`src/sv/bmsd_pkg.sv`:
```
// Shared types and constants for the button matrix scanner with debounce.
// Used by the front, queue, back and top modules; no dependencies.
package bmsd_pkg;

  localparam int NUM_MATRICES = 4;
  localparam int ROWS         = 8;
  localparam int MATRIX_W     = 2;
  localparam int ROW_W        = 3;
  localparam int SLOT_W       = MATRIX_W + ROW_W;
  localparam int QUEUE_DEPTH  = 4;
  localparam int QPTR_W       = $clog2(QUEUE_DEPTH);

  localparam logic [7:0] DEBOUNCE_DEFAULT = 8'd10;
  localparam logic [7:0] ALL_RELEASED     = 8'hff;
  localparam logic [6:0] VEL_PRESS        = 7'h7f;

  // register indexes on the config port (byte address / 4)
  localparam logic [1:0] REG_LOCKOUT_TICKS = 2'd0;
  localparam logic [1:0] REG_NOTE_BASE     = 2'd1;
  localparam logic [1:0] REG_MIDI_CHANNEL  = 2'd2;

  typedef struct packed {
    logic [1:0] matrix_index;
    logic [7:0] row_bits;
    logic       end_of_scan;
  } in_item_t;

  typedef struct packed {
    logic [7:0] row_drive;
    logic       event_valid;
    logic [1:0] event_matrix;
    logic [5:0] key_number;
    logic       released;
    logic [6:0] note_number;
    logic [6:0] velocity;
    logic [3:0] event_channel;
    logic       last_result;
  } out_item_t;

  typedef struct packed {
    logic [7:0] lockout_ticks;
    logic [6:0] note_base;
    logic [3:0] midi_channel;
  } cfg_t;

  // classified row handed from front to back
  typedef struct packed {
    logic [7:0]          drive;
    logic [MATRIX_W-1:0] matrix;
    logic [ROW_W-1:0]    row;
    logic [7:0]          changed;
    logic [7:0]          now;
  } job_t;

endpackage

```
`src/sv/bmsd_front.sv`:
```
// Front end: accepts row beats, runs debounce and stored-state compare.
// Depends on bmsd_pkg; pushes one job per beat into bmsd_queue.
module bmsd_front import bmsd_pkg::*; (
  input  logic     clk,
  input  logic     rst_n,
  input  cfg_t     cfg,
  input  logic     in_valid,
  input  in_item_t in_data,
  input  logic     q_full,
  output logic     q_push,
  output job_t     q_job
);

  logic [ROW_W-1:0] row_r, row_nxt;
  logic [7:0]       dcnt_r  [NUM_MATRICES];
  logic [7:0]       state_r [NUM_MATRICES*ROWS];

  logic             in_range;
  logic [SLOT_W-1:0] slot;
  logic [7:0]       cnt_dec;
  logic [7:0]       stored;
  logic [7:0]       changed;
  logic             active;

  assign q_push   = in_valid && !q_full;
  assign in_range = {1'b0, in_data.matrix_index} < (MATRIX_W+1)'(NUM_MATRICES);
  assign slot     = {in_data.matrix_index, row_r};
  assign stored   = state_r[slot];

  always_comb begin
    cnt_dec = dcnt_r[in_data.matrix_index];
    if (cnt_dec != 8'd0) begin
      cnt_dec = cnt_dec - 8'd1;
    end
    active  = in_range && (cnt_dec == 8'd0);
    changed = active ? (in_data.row_bits ^ stored) : 8'd0;
    row_nxt = in_data.end_of_scan ? row_r + ROW_W'(1) : row_r;
  end

  always_comb begin
    q_job.drive   = ~(8'd1 << row_nxt);
    q_job.matrix  = in_data.matrix_index;
    q_job.row     = row_r;
    q_job.changed = changed;
    q_job.now     = in_data.row_bits;
  end

  always_ff @(posedge clk) begin
    if (!rst_n) begin
      row_r <= '0;
      for (int i = 0; i < NUM_MATRICES; i++) begin
        dcnt_r[i] <= '0;
      end
      for (int i = 0; i < NUM_MATRICES*ROWS; i++) begin
        state_r[i] <= ALL_RELEASED;
      end
    end else if (q_push) begin
      row_r <= row_nxt;
      if (in_range) begin
        if (active) begin
          state_r[slot] <= in_data.row_bits;
          dcnt_r[in_data.matrix_index] <= (changed != 8'd0) ? cfg.lockout_ticks : 8'd0;
        end else begin
          dcnt_r[in_data.matrix_index] <= cnt_dec;
        end
      end
    end
  end

endmodule

```
`src/sv/bmsd_queue.sv`:
```
// Short job queue between the front and back ends.
// Depends on bmsd_pkg for the job type and depth.
module bmsd_queue import bmsd_pkg::*; (
  input  logic clk,
  input  logic rst_n,
  input  logic push,
  input  job_t push_job,
  input  logic pop,
  output logic full,
  output logic not_empty,
  output job_t head
);

  job_t              mem_r [QUEUE_DEPTH];
  logic [QPTR_W-1:0] wptr_r, rptr_r;
  logic [QPTR_W:0]   count_r;

  assign full      = count_r == (QPTR_W+1)'(QUEUE_DEPTH);
  assign not_empty = count_r != '0;
  assign head      = mem_r[rptr_r];

  always_ff @(posedge clk) begin
    if (push) begin
      mem_r[wptr_r] <= push_job;
    end
  end

  always_ff @(posedge clk) begin
    if (!rst_n) begin
      wptr_r  <= '0;
      rptr_r  <= '0;
      count_r <= '0;
    end else begin
      if (push) begin
        wptr_r <= wptr_r + QPTR_W'(1);
      end
      if (pop) begin
        rptr_r <= rptr_r + QPTR_W'(1);
      end
      case ({push, pop})
        2'b10:   count_r <= count_r + (QPTR_W+1)'(1);
        2'b01:   count_r <= count_r - (QPTR_W+1)'(1);
        default: count_r <= count_r;
      endcase
    end
  end

endmodule

```
`src/sv/bmsd_back.sv`:
```
// Back end: walks a job's changed pins lowest first, one result beat per cycle within a job while not stalled.
// Depends on bmsd_pkg; pops jobs from bmsd_queue, owns the output register.
module bmsd_back import bmsd_pkg::*; (
  input  logic      clk,
  input  logic      rst_n,
  input  cfg_t      cfg,
  input  logic      q_not_empty,
  input  job_t      q_head,
  output logic      q_pop,
  output logic      out_valid,
  input  logic      out_stall,
  output out_item_t out_data
);

  logic      job_valid_r;
  job_t      job_r;
  logic [7:0] rem_r, rem_nxt;
  logic      out_valid_r;
  out_item_t out_r, out_nxt;
  logic      step;
  logic [7:0] low_bit;
  logic [2:0] pin;
  logic [5:0] key;
  logic      rel;

  function automatic logic [2:0] low_pin(input logic [7:0] m);
    logic [2:0] p;
    p = 3'd0;
    for (int i = 7; i >= 0; i--) begin
      if (m[i]) begin
        p = 3'(i);
      end
    end
    return p;
  endfunction

  assign out_valid = out_valid_r;
  assign out_data  = out_r;
  assign q_pop     = q_not_empty && !job_valid_r;
  assign step      = job_valid_r && (!out_valid_r || !out_stall);

  always_comb begin
    low_bit = rem_r & (~rem_r + 8'd1);
    rem_nxt = rem_r & ~low_bit;
    pin     = low_pin(rem_r);
    key     = {job_r.row, pin};
    rel     = job_r.now[pin];
    out_nxt = '0;
    out_nxt.row_drive = job_r.drive;
    if (rem_r != 8'd0) begin
      out_nxt.event_valid   = 1'b1;
      out_nxt.event_matrix  = job_r.matrix;
      out_nxt.key_number    = key;
      out_nxt.released      = rel;
      out_nxt.note_number   = cfg.note_base + {1'b0, key};
      out_nxt.velocity      = rel ? 7'd0 : VEL_PRESS;
      out_nxt.event_channel = cfg.midi_channel;
      out_nxt.last_result   = rem_nxt == 8'd0;
    end else begin
      out_nxt.last_result   = 1'b1;
    end
  end

  always_ff @(posedge clk) begin
    if (!rst_n) begin
      job_valid_r <= 1'b0;
      out_valid_r <= 1'b0;
    end else begin
      if (q_pop) begin
        job_valid_r <= 1'b1;
      end else if (step && out_nxt.last_result) begin
        job_valid_r <= 1'b0;
      end
      if (step) begin
        out_valid_r <= 1'b1;
      end else if (!out_stall) begin
        out_valid_r <= 1'b0;
      end
    end
  end

  always_ff @(posedge clk) begin
    if (q_pop) begin
      job_r <= q_head;
      rem_r <= q_head.changed;
    end else if (step) begin
      rem_r <= rem_nxt;
    end
    if (step) begin
      out_r <= out_nxt;
    end
  end

endmodule

```
`src/sv/button_matrix_scan_debounce.sv`:
```
// Button matrix scanner with debounce: top level, config registers, assertions.
// Row beat path: job queue, back-end job register, then the output register (idle back end).
// The back-end serializer pops a new job only after the last beat of its previous job;
//   a 4-entry job queue absorbs bursts, so input stalls only when it fills.
// Reset (synchronous, rst_n low): row 0, debounce counters 0, all keys released,
//   config back to debounce 10, note base 0, channel 0; queue and output emptied.
module button_matrix_scan_debounce import bmsd_pkg::*; (
  input  logic      clk,
  input  logic      rst_n,
  input  logic      in_valid,
  output logic      in_stall,
  input  in_item_t  in_data,
  output logic      out_valid,
  input  logic      out_stall,
  output out_item_t out_data,
  input  logic      psel,
  input  logic      penable,
  input  logic      pwrite,
  input  logic [3:0] paddr,
  input  logic [31:0] pwdata,
  output logic [31:0] prdata,
  output logic      pready
);

  cfg_t cfg_r;
  logic q_push, q_pop, q_full, q_not_empty;
  job_t q_job, q_head;
  logic cfg_wr;

  assign pready   = 1'b1;
  assign cfg_wr   = psel && penable && pwrite;
  assign in_stall = q_full;

  always_ff @(posedge clk) begin
    if (!rst_n) begin
      cfg_r.lockout_ticks <= DEBOUNCE_DEFAULT;
      cfg_r.note_base     <= '0;
      cfg_r.midi_channel  <= '0;
    end else if (cfg_wr) begin
      case (paddr[3:2])
        REG_LOCKOUT_TICKS: cfg_r.lockout_ticks <= pwdata[7:0];
        REG_NOTE_BASE:     cfg_r.note_base     <= pwdata[6:0];
        REG_MIDI_CHANNEL:  cfg_r.midi_channel  <= pwdata[3:0];
        default:           ;
      endcase
    end
  end

  always_comb begin
    case (paddr[3:2])
      REG_LOCKOUT_TICKS: prdata = {24'd0, cfg_r.lockout_ticks};
      REG_NOTE_BASE:     prdata = {25'd0, cfg_r.note_base};
      REG_MIDI_CHANNEL:  prdata = {28'd0, cfg_r.midi_channel};
      default:           prdata = '0;
    endcase
  end

  bmsd_front u_front (
    .clk      (clk),
    .rst_n    (rst_n),
    .cfg      (cfg_r),
    .in_valid (in_valid),
    .in_data  (in_data),
    .q_full   (q_full),
    .q_push   (q_push),
    .q_job    (q_job)
  );

  bmsd_queue u_queue (
    .clk       (clk),
    .rst_n     (rst_n),
    .push      (q_push),
    .push_job  (q_job),
    .pop       (q_pop),
    .full      (q_full),
    .not_empty (q_not_empty),
    .head      (q_head)
  );

  bmsd_back u_back (
    .clk         (clk),
    .rst_n       (rst_n),
    .cfg         (cfg_r),
    .q_not_empty (q_not_empty),
    .q_head      (q_head),
    .q_pop       (q_pop),
    .out_valid   (out_valid),
    .out_stall   (out_stall),
    .out_data    (out_data)
  );

`ifndef SYNTH
  // a non-event beat always closes its item
  a_idle_is_last: assert property (@(posedge clk) disable iff (!rst_n)
    out_valid && !out_data.event_valid |-> out_data.last_result)
    else $error("non-event result without last flag");

  // velocity must agree with the release flag
  a_velocity: assert property (@(posedge clk) disable iff (!rst_n)
    out_valid && out_data.event_valid |->
      ((out_data.released && out_data.velocity == 7'd0) ||
       (!out_data.released && out_data.velocity == VEL_PRESS)))
    else $error("velocity does not match key direction");

  // a pop only happens with a job available
  a_pop_nonempty: assert property (@(posedge clk) disable iff (!rst_n)
    q_pop |-> q_not_empty)
    else $error("queue popped while empty");
`endif

endmodule

```
`config.mk`:
```
export PLATFORM = sky130hd
export DESIGN_NAME = button_matrix_scan_debounce
export DESIGN_NICKNAME = d
export VERILOG_FILES = /design/src/sv/bmsd_pkg.sv /design/src/sv/bmsd_front.sv /design/src/sv/bmsd_queue.sv /design/src/sv/bmsd_back.sv /design/src/sv/button_matrix_scan_debounce.sv
export SDC_FILE = /design/constraint.sdc
export NUM_CORES = 1
export LEC_CHECK = 0
export BUFFER_PORTS_ARGS = -buffer_cell sky130_fd_sc_hd__buf_2
export CELL_PAD_IN_SITES_DETAIL_PLACEMENT = 0
export CELL_PAD_IN_SITES_GLOBAL_PLACEMENT = 1
export CORE_ASPECT_RATIO = 0.8
export CORE_MARGIN = 1
export CORE_UTILIZATION = 46
export DETAILED_ROUTE_END_ITERATION = 12
export GPL_ROUTABILITY_DRIVEN = 1
export HOLD_SLACK_MARGIN = 0.1
export PLACE_DENSITY = 0.86
export SETUP_SLACK_MARGIN = 0.3
export SLEW_MARGIN = 20
export SYNTH_ARGS = -nofsm -noshare
export SYNTH_HDL_FRONTEND = slang
export SYNTH_HIERARCHICAL = 1
export SYNTH_SLANG_ARGS = --single-unit
```
`constraint.sdc`:
```
create_clock -name clk -period 5.7 [get_ports clk]
set_clock_uncertainty 0.15 [all_clocks]
set_input_delay 1.71 -clock clk [delete_from_list [all_inputs] [get_ports clk]]
set_output_delay 1.71 -clock clk [all_outputs]
set_load 0.02 [all_outputs]
```
==> results of run 1 <==
state kept, by name, summed over array words and instances (netlist names), named ones only:
signal              count
u_queue/wptr_r          2
u_queue/count_r         3
u_front/row_r           3
u_back/job_valid_r      1
u_back/rem_r            8
u_queue/rptr_r          2
cfg_r                  19
u_front/state_r       256
u_back/out_data        31
u_back/job_r           21
u_queue/mem_r         116
u_front/dcnt_r         32
u_back/out_valid        1
layer usage:
metal	vias to the layer above	GRT usage (%)
met5	-	0
met4	2	6.082
met3	105	5.847
met2	787	32.81
met1	7424	32.16
li1	6784	-
cell families (layout without fill, tap and decap cells):
logic type	count (synthesis)	after routing
AOI/OAI and AO/OA	209	209
and+or+nand+nor	636	636
muxes	196	196
DFF	497	497
adders and majority gates	19	19
buffers and inverters	202	274
other	2	25
xor gates and xnor gates	16	16
per-stage QoR:
stage	power [uW]	worst slack (ps)	cell area [um^2]	hold slack (ps)	cells
6_report	9445	495.9	25630	270.0	2538
5_1_grt	9828	410.4	25630	276.7	2538
4_1_cts	9482	821.3	25620	271.4	2538
3_5_place_dp	6528	237.8	24180	257.2	2454
3_3_place_gp	6467	321.1	24180	257.0	2454
2_1_floorplan	6025	85.60	23060	250.3	1800
cell usage after synthesis, drive strengths merged (6+ instances only):
cell / count
a21oi: 23
ha: 15
a22oi: 6
buf: 119
and3: 16
nand2: 109
nor4: 18
and2: 25
nand4: 6
nand2b: 7
mux4: 37
nor2b: 15
nor3b: 12
edfxtp: 464
nand3: 292
xor2: 8
mux2i: 157
o21ai: 89
clkbuf: 62
inv: 21
xnor2: 8
nand4bb: 6
nor2: 103
o22ai: 70
dfxtp: 33
nor3: 7
cell type report:
| cell class | instances | area [um^2] |
|---|---|---|
| clock buffers | 65 | 1306 |
| clock inverters | 19 | 135.1 |
| fillers | 4030 | 23190 |
| inverters | 21 | 78.83 |
| multi-input cells | 1101 | 7468 |
| flip-flops and latches | 497 | 14600 |
| well taps | 666 | 833.3 |
| repair buffers | 169 | 1209 |
where the power goes:
group          switching, uW  internal, uW  leakage, uW  total, uW
Combinational           1150           626      0.00291       1780
Sequential               227          4470      0.00395       4700
Clock                   1320          1650     0.000710       2970
Total                   2700          6750      0.00757       9440
path summary, 6_finish.rpt:
check,startpoint,endpoint,depth (start not counted)
setup / recovery,in_data[9],u_front/dcnt_r[3][2]$_DFFE_PP_,10
setup reg to reg,u_front/row_r[2]$_SDFFE_PN0P_,u_front/dcnt_r[3][2]$_DFFE_PP_,8
hold reg to reg,u_back/job_r[22]$_DFFE_PP_,u_back/out_data[30]$_DFFE_PP_,0
hold / removal,u_back/job_r[22]$_DFFE_PP_,u_back/out_data[30]$_DFFE_PP_,0
==> flow_summary.yaml, run 1 <==
logic_synthesis:
  synth_compound_area_share_pct: 5.524
  syn_avg_cell_area_um2: 12.92
  async_flop_share_pct: 0
  synth_cell_types: 73
  netlist_instances: 1777
  synth_xor_xnor_area_share_pct: 0.6102
  ys_seq_elements: 497
  synth_fa_ha_area_share_pct: 1.084
  synth_area_um2: 22970
  synth_top_area_cell: "edfxtp_1"
  yosys_warnings: 6
  synth_flop_cell: "edfxtp_1"
  synth.mux.area_fraction_pct: 10.59
  synth_top_family_by_area: "simple AND/OR/NAND/NOR gates"
  synth_edf_count: 464
  yosysTopAreaCellShare_pct: 60.67
  yosysSeqAreaShare_pct: 63.55
  synthSimpleGateAreaFrac_pct: 14.09
  synthTopCellsByArea: "edfxtp_1 (61%), mux2i_1 (6.8%), nand3_1 (6.3%), mux4_2 (3.5%), dfxtp_1 (2.9%)"
detailed_routing:
  wl_met3_um: 6526
  drt-vias-per-instance: 5.950
  highest_layer: "met5"
  route.met2.wl_um: 24850
  drc: 0
  wirelength_met1_um: 23890
  dr.first_iter.drc_count: 1834
  ant_nets: 0
  wirelength_um: 56570
  wl_per_cell_um: 22.29
  vias: 15100
  firstDrtPassIters: 5
final_layout:
  num_antenna_cells: 0
  fin_nets: 1908
  final_common_cell: "edfxtp_1"
  fin_util_pct: 52.50
  syn2layout_area_growth_pct: 11.61
  drive_gt1_share_pct: 16.67
  layout_common_cells: "edfxtp_1 (464), nand3_1 (291), mux2i_1 (157)"
worst_setup_path:
  crit_type: "in2reg"
  slowest_stage: "nor4_1"
  cp-start-kind: "input port"
  crit_path_frequent_cell: "o22ai_1"
  endpoint_kind: "flip-flop"
  path_max_fanout: 32
  critical-path-top-delay-family: "simple AND/OR/NAND/NOR gates"
  path_cells: "buf_2 > buf_4 > nand4bb_1 > o22ai_1 > nor4_1 > and3_1 > o22ai_1 > nor4_2 > buf_12 > o21ai_0"
  crit_required_ps: 5860
  worstPathArrival_ps: 5370
  cp_slowest_stage_delay_ps: 840
  path_buf_inv: 3
  reg2reg_slack_ps: 1290
global_routing:
  globalRoute.totalOverflow: 0
  grt_max_degree: 73
  grt_usage_pct: 22.13
  grt_pass1_vias: 14410
  grt_pass1_wl_um: 85170
  antenna_found_initial: 1
clocking:
  cts_resized: 0
  cts_buffers: 47
  ctsHoldBuffers: 0
  cts_htree_levels: 2
  clk_latency_ps: 580
  clk_path_buf_depth: 3
  cts.reportedPaths.clkPinSlew_ps: 60
  cts_root_buf: "clkbuf_16"
  cts_tree: "done"
  cts.sinks: 497
  post_cts_buffers: 0
floorplan:
  die_x_um: 251.8
  row_count: 72
  ios: 126
  dieArea_um2: 50830
  die_height_um: 201.9
  core_area_um2: 48830
  start_util_pct: 47.04
outcome:
  run_status: "completed"
placement:
  gp_congestion: 0.8730
  dp.final_hpwl_um: 37010
  io_buffers: 74
sta:
  drv_slew: 0
  period_share_pct: 91.30
  slew_headroom_pct: 25.71
  finalSetupViolCount: 0
  fmax_ghz: 0.1922
  tightest_slew_ps: 1113
  final_hold_viol_count: 0
  fin_setup_tns_ps: 0
  min_period_ps: 5204
  rsz0062_at_grt: "no"
pwr:
  peakVddDrop_mv: 0.2365
  p_leak_uw: 0.007571
  power_density_nw_per_um2: 368.5
job:
  cap_violations: 0
min_path:
  hold_class: "reg2reg"
Power figures use the tool's default switching activity.
==> inputs of run 2 (changes only) <==
CORE_ASPECT_RATIO = 2   (was 0.8)
MAX_ROUTING_LAYER = met4   (was default)
==> flow_summary.yaml, run 2 (synthesized netlist as in run 1, its figures left out) <==
worst_setup_path:
  path_cells: "buf_2 > buf_4 > nand4bb_1 > o22ai_1 > nor4_1 > and3_1 > o22ai_1 > nor4_2 > buf_12 > o21ai_0"
  path_buf_inv: 3
  timing.rr.start: "u_front/row_r[1]$_SDFFE_PN0P_"
  cp_slowest_stage_delay_ps: 1010
  slowest_stage: "nor4_1"
  path_max_fanout: 32
  cp-start-kind: "input port"
  crit_path_frequent_cell: "o22ai_1"
  endpoint_kind: "flip-flop"
  worstPathArrival_ps: 5340
  crit_required_ps: 5860
  critical-path-top-delay-family: "simple AND/OR/NAND/NOR gates"
  cp-startpoint: "in_data[9]"
  crit_type: "in2reg"
pwr:
  total_power_uw: 9273
  p_leak_uw: 0.007414
  peakVddDrop_mv: 0.2889
  power_density_nw_per_um2: 366.2
sta:
  min_period_ps: 5181
  fmax_ghz: 0.1930
  tightest_slew_ps: 1235
  period_share_pct: 90.90
  holdWs_ps: 272.2
  fin_setup_tns_ps: 0
  worst_slack_ps: 518.7
  slew_headroom_pct: 16.93
  final_hold_viol_count: 0
  finalSetupViolCount: 0
  rsz0062_at_grt: "no"
  drv_slew: 0
job:
  cap_violations: 0
final_layout:
  layout_common_cells: "edfxtp_1 (464), nand3_1 (291), mux2i_1 (157)"
  num_antenna_cells: 0
  largest_register_ffs: 256
  fin_nets: 1886
  regMostFlops: "u_front/state_r"
  reg_top3: "u_front/state_r x256, u_queue/mem_r x116, u_front/dcnt_r x32"
  syn2layout_area_growth_pct: 10.26
  final_common_cell: "edfxtp_1"
  layoutNonFillerInstCount: 2487
  drive_gt1_share_pct: 15.78
placement:
  io_buffers: 74
  dp_slack_ps: 139.2
  dp.cells: 2416
  dp.final_hpwl_um: 40560
  gp_congestion: 1.042
floorplan:
  core_area_um2: 49210
  die_height_um: 318.0
  die_x_um: 160.0
  row_count: 115
  dieArea_um2: 50880
  ios: 126
  start_util_pct: 46.67
global_routing:
  grt_max_degree: 97
  grt_pass1_wl_um: 88660
  grt_pass1_vias: 15060
  grt_usage_pct: 23.84
  globalRoute.totalOverflow: 0
  antenna_found_initial: 0
min_path:
  holdCritStartpoint: "u_back/job_r[24]$_DFFE_PP_"
  hold_class: "reg2reg"
clocking:
  cts_tree: "done"
  cts_buffers: 40
  cts.reportedPaths.clkPinSlew_ps: 70
  cts_htree_levels: 2
  clk_latency_ps: 570
  clk_path_buf_depth: 3
  post_cts_buffers: 0
  cts_root_buf: "clkbuf_16"
  cts.sinks: 497
  cts_resized: 0
  ctsHoldBuffers: 0
detailed_routing:
  dr.first_iter.drc_count: 1177
  wirelength_um: 58910
  drc: 0
  ant_nets: 0
  vias: 15010
  firstDrtPassIters: 6
  drt-vias-per-instance: 6.033
  wl_per_cell_um: 23.69
outcome:
  run_status: "completed"
[run 2: worst reg2reg max path, stage by stage, from the launching register on]
cell and delay (ps):
dfxtp_4 820, buf_12 400, mux2i_1 490, o22ai_1 130, nor4_1 1050, and3_1 310, o22ai_1 90, nor4_2 290
buf_12 220, o21ai_0 150
[run 2: final timing paths]
kind         slack (ps)                        endpoint  depth (start not counted)
min                 270   u_back/out_data[32]$_DFFE_PP_                          0
min reg2reg         270   u_back/out_data[32]$_DFFE_PP_                          0
max                 520  u_front/dcnt_r[3][6]$_DFFE_PP_                         10
max reg2reg        1350  u_front/dcnt_r[3][6]$_DFFE_PP_                          9
[run 2: where the power goes]
| part | total, uW | internal, uW | switching [uW] | leakage (uW) |
|---|---|---|---|---|
| registers | 4670 | 4460 | 202 | 0.00395 |
| logic | 1810 | 630 | 1180 | 0.00284 |
| clock network | 2800 | 1520 | 1270 | 0.000629 |
| total | 9270 | 6620 | 2650 | 0.00741 |
[run 2: metrics by stage]
stage	instance area (um^2)	utilization, %
2_1_floorplan	23060	-
4_1_cts	25320	51.46
3_5_place_dp	24030	48.84
6_report	25320	51.46
3_3_place_gp	24030	48.84
5_1_grt	25320	51.46
[run 2: cell type report]
class / count / area, um^2
clock inverter: 25 / 266.5
clock buffer: 46 / 1023
multi-input combinational: 1101 / 7466
sequential: 497 / 14600
inverter: 21 / 78.83
fill: 4101 / 23890
timing repair buffer: 154 / 1084
tap: 643 / 804.5
[run 2: routing by layer]
metal | wire length [um] | part of all wire [%] | track usage (%) | up-vias
li1 | - | - | - | 6730
met1 | 18320 | 31 | 22.26 | 7330
met2 | 31740 | 54 | 43.00 | 708
met3 | 3600 | 6.1 | 3.313 | 237
met4 | 5255 | 8.9 | 18.94 | 0
met5 | 0 | 0 | - | -
==> inputs of run 3 (changes only) <==
BUFFER_PORTS_ARGS = -buffer_cell sky130_fd_sc_hd__buf_4   (was -buffer_cell sky130_fd_sc_hd__buf_2)
==> flow_summary.yaml, run 3 (synthesized netlist as in run 1, its figures left out) <==
pwr:
  p_leak_uw: 0.007532
  peakVddDrop_mv: 0.3286
  power_density_nw_per_um2: 368.3
floorplan:
  start_util_pct: 46.67
  ios: 126
  die_x_um: 160.0
  row_count: 115
  dieArea_um2: 50880
  core_area_um2: 49210
  die_height_um: 318.0
sta:
  slew_headroom_pct: 25.35
  fmax_ghz: 0.1902
  fin_setup_tns_ps: 0
  final_hold_viol_count: 0
  tightest_slew_ps: 1110
  min_period_ps: 5257
  period_share_pct: 92.23
  drv_slew: 0
  rsz0062_at_grt: "no"
  finalSetupViolCount: 0
detailed_routing:
  vias: 15100
  drt-vias-per-instance: 6.051
  wl_per_cell_um: 23.73
  dr.first_iter.drc_count: 1286
  highest_layer: "met4"
  wirelength_um: 59240
  firstDrtPassIters: 8
  drc: 0
  wirelength_met1_um: 18020
  route.met2.wl_um: 32490
  ant_nets: 0
  wl_met3_um: 3878
global_routing:
  grt_max_degree: 177
  grt_usage_pct: 24.07
  globalRoute.totalOverflow: 0
  antenna_found_initial: 0
  grt_pass1_wl_um: 89560
  grt_pass1_vias: 15410
job:
  cap_violations: 0
final_layout:
  layout_common_cells: "edfxtp_1 (464), nand3_1 (291), mux2i_1 (157)"
  final_common_cell: "edfxtp_1"
  num_antenna_cells: 0
  fin_nets: 1892
  largest_register_ffs: 256
  regMostFlops: "u_front/state_r"
  stdcell_area_um2: 25590
  reg_top3: "u_front/state_r x256, u_queue/mem_r x116, u_front/dcnt_r x32"
  drive_gt1_share_pct: 16.41
  syn2layout_area_growth_pct: 11.42
clocking:
  post_cts_buffers: 0
  cts_buffers: 40
  cts.sinks: 497
  clk_path_buf_depth: 3
  ctsHoldBuffers: 0
  cts_resized: 0
  clk_latency_ps: 570
  cts.reportedPaths.clkPinSlew_ps: 70
  cts_root_buf: "clkbuf_16"
  cts_tree: "done"
  cts_htree_levels: 2
worst_setup_path:
  crit_type: "in2reg"
  worstPathArrival_ps: 5470
  timing.rr.start: "u_front/dcnt_r[3][0]$_DFFE_PP_"
  cp-start-kind: "input port"
  endpoint_kind: "flip-flop"
  cp-startpoint: "in_data[9]"
  reg2reg_slack_ps: 1470
  crit_required_ps: 5910
  path_max_fanout: 176
min_path:
  holdCritStartpoint: "u_back/job_r[26]$_DFFE_PP_"
  hold_class: "reg2reg"
placement:
  io_buffers: 74
  dp.final_hpwl_um: 41330
  placed_cell_area_um2: 24230
  gp_congestion: 0.9668
outcome:
  run_status: "completed"
==> run 3: cell count changes in the layout (fill, tap and decap cells not counted), moves of 2 or more <==
| cell | change |
|---|---|
| clkbuf_8 | +5 |
| buf_2 | -74 |
| buf_12 | -3 |
| clkinv_1 | -3 |
| clkbuf_16 | +3 |
| bufinv_16 | -2 |
| buf_4 | +83 |
==> run 3: through the flow <==
step	power, uW	cells	hold slack (ps)	util, %	setup slack, ps
6_report	9425	2496	264.2	52.00	442.6
5_1_grt	9752	2496	285.2	52.00	408.8
4_1_cts	9457	2496	267.5	51.98	551.2
3_5_place_dp	6629	2422	254.5	49.23	52.06
3_3_place_gp	6552	2422	253.9	49.23	138.0
2_1_floorplan	6025	1800	250.3	-	85.60
==> run 3: final cells by class <==
class / count / area (um^2)
multi-input combinational: 1101 / 7473
tap: 643 / 804.5
clock inverter: 19 / 182.7
timing repair buffer: 160 / 1276
sequential: 497 / 14600
fill: 4050 / 23620
clock buffer: 55 / 1171
inverter: 21 / 78.83
==> run 3: metal layers <==
metal	up-vias	GRT usage (%)
li1	6744	-
met1	7385	22.37
met2	736	44.11
met3	238	3.182
met4	0	18.16
met5	-	-
==> run 3: where the power goes <==
| group | switching (uW) | internal, uW | total, uW |
|---|---|---|---|
| sequential | 246 | 4470 | 4710 |
| clock | 1270 | 1590 | 2860 |
| combinational | 1160 | 691 | 1850 |
| total | 2680 | 6750 | 9430 |
==> run 3: path summary, 6_finish.rpt <==
kind,cells past startpoint,end
min,0,u_back/out_data[34]$_DFFE_PP_
max,11,u_front/dcnt_r[1][0]$_SDFFCE_PN0P_
max reg2reg,11,u_front/dcnt_r[1][0]$_SDFFCE_PN0P_
min reg2reg,0,u_back/out_data[34]$_DFFE_PP_
==> run 3: worst max-delay path, cell delays in order <==
cell	delay, ps
buf_4	170
buf_12	240
mux4_2	610
or4b_1	610
o32ai_1	400
nand2_1	170
a211oi_4	310
buf_12	190
buf_12	460
nand3_1	130
o21ai_0	260
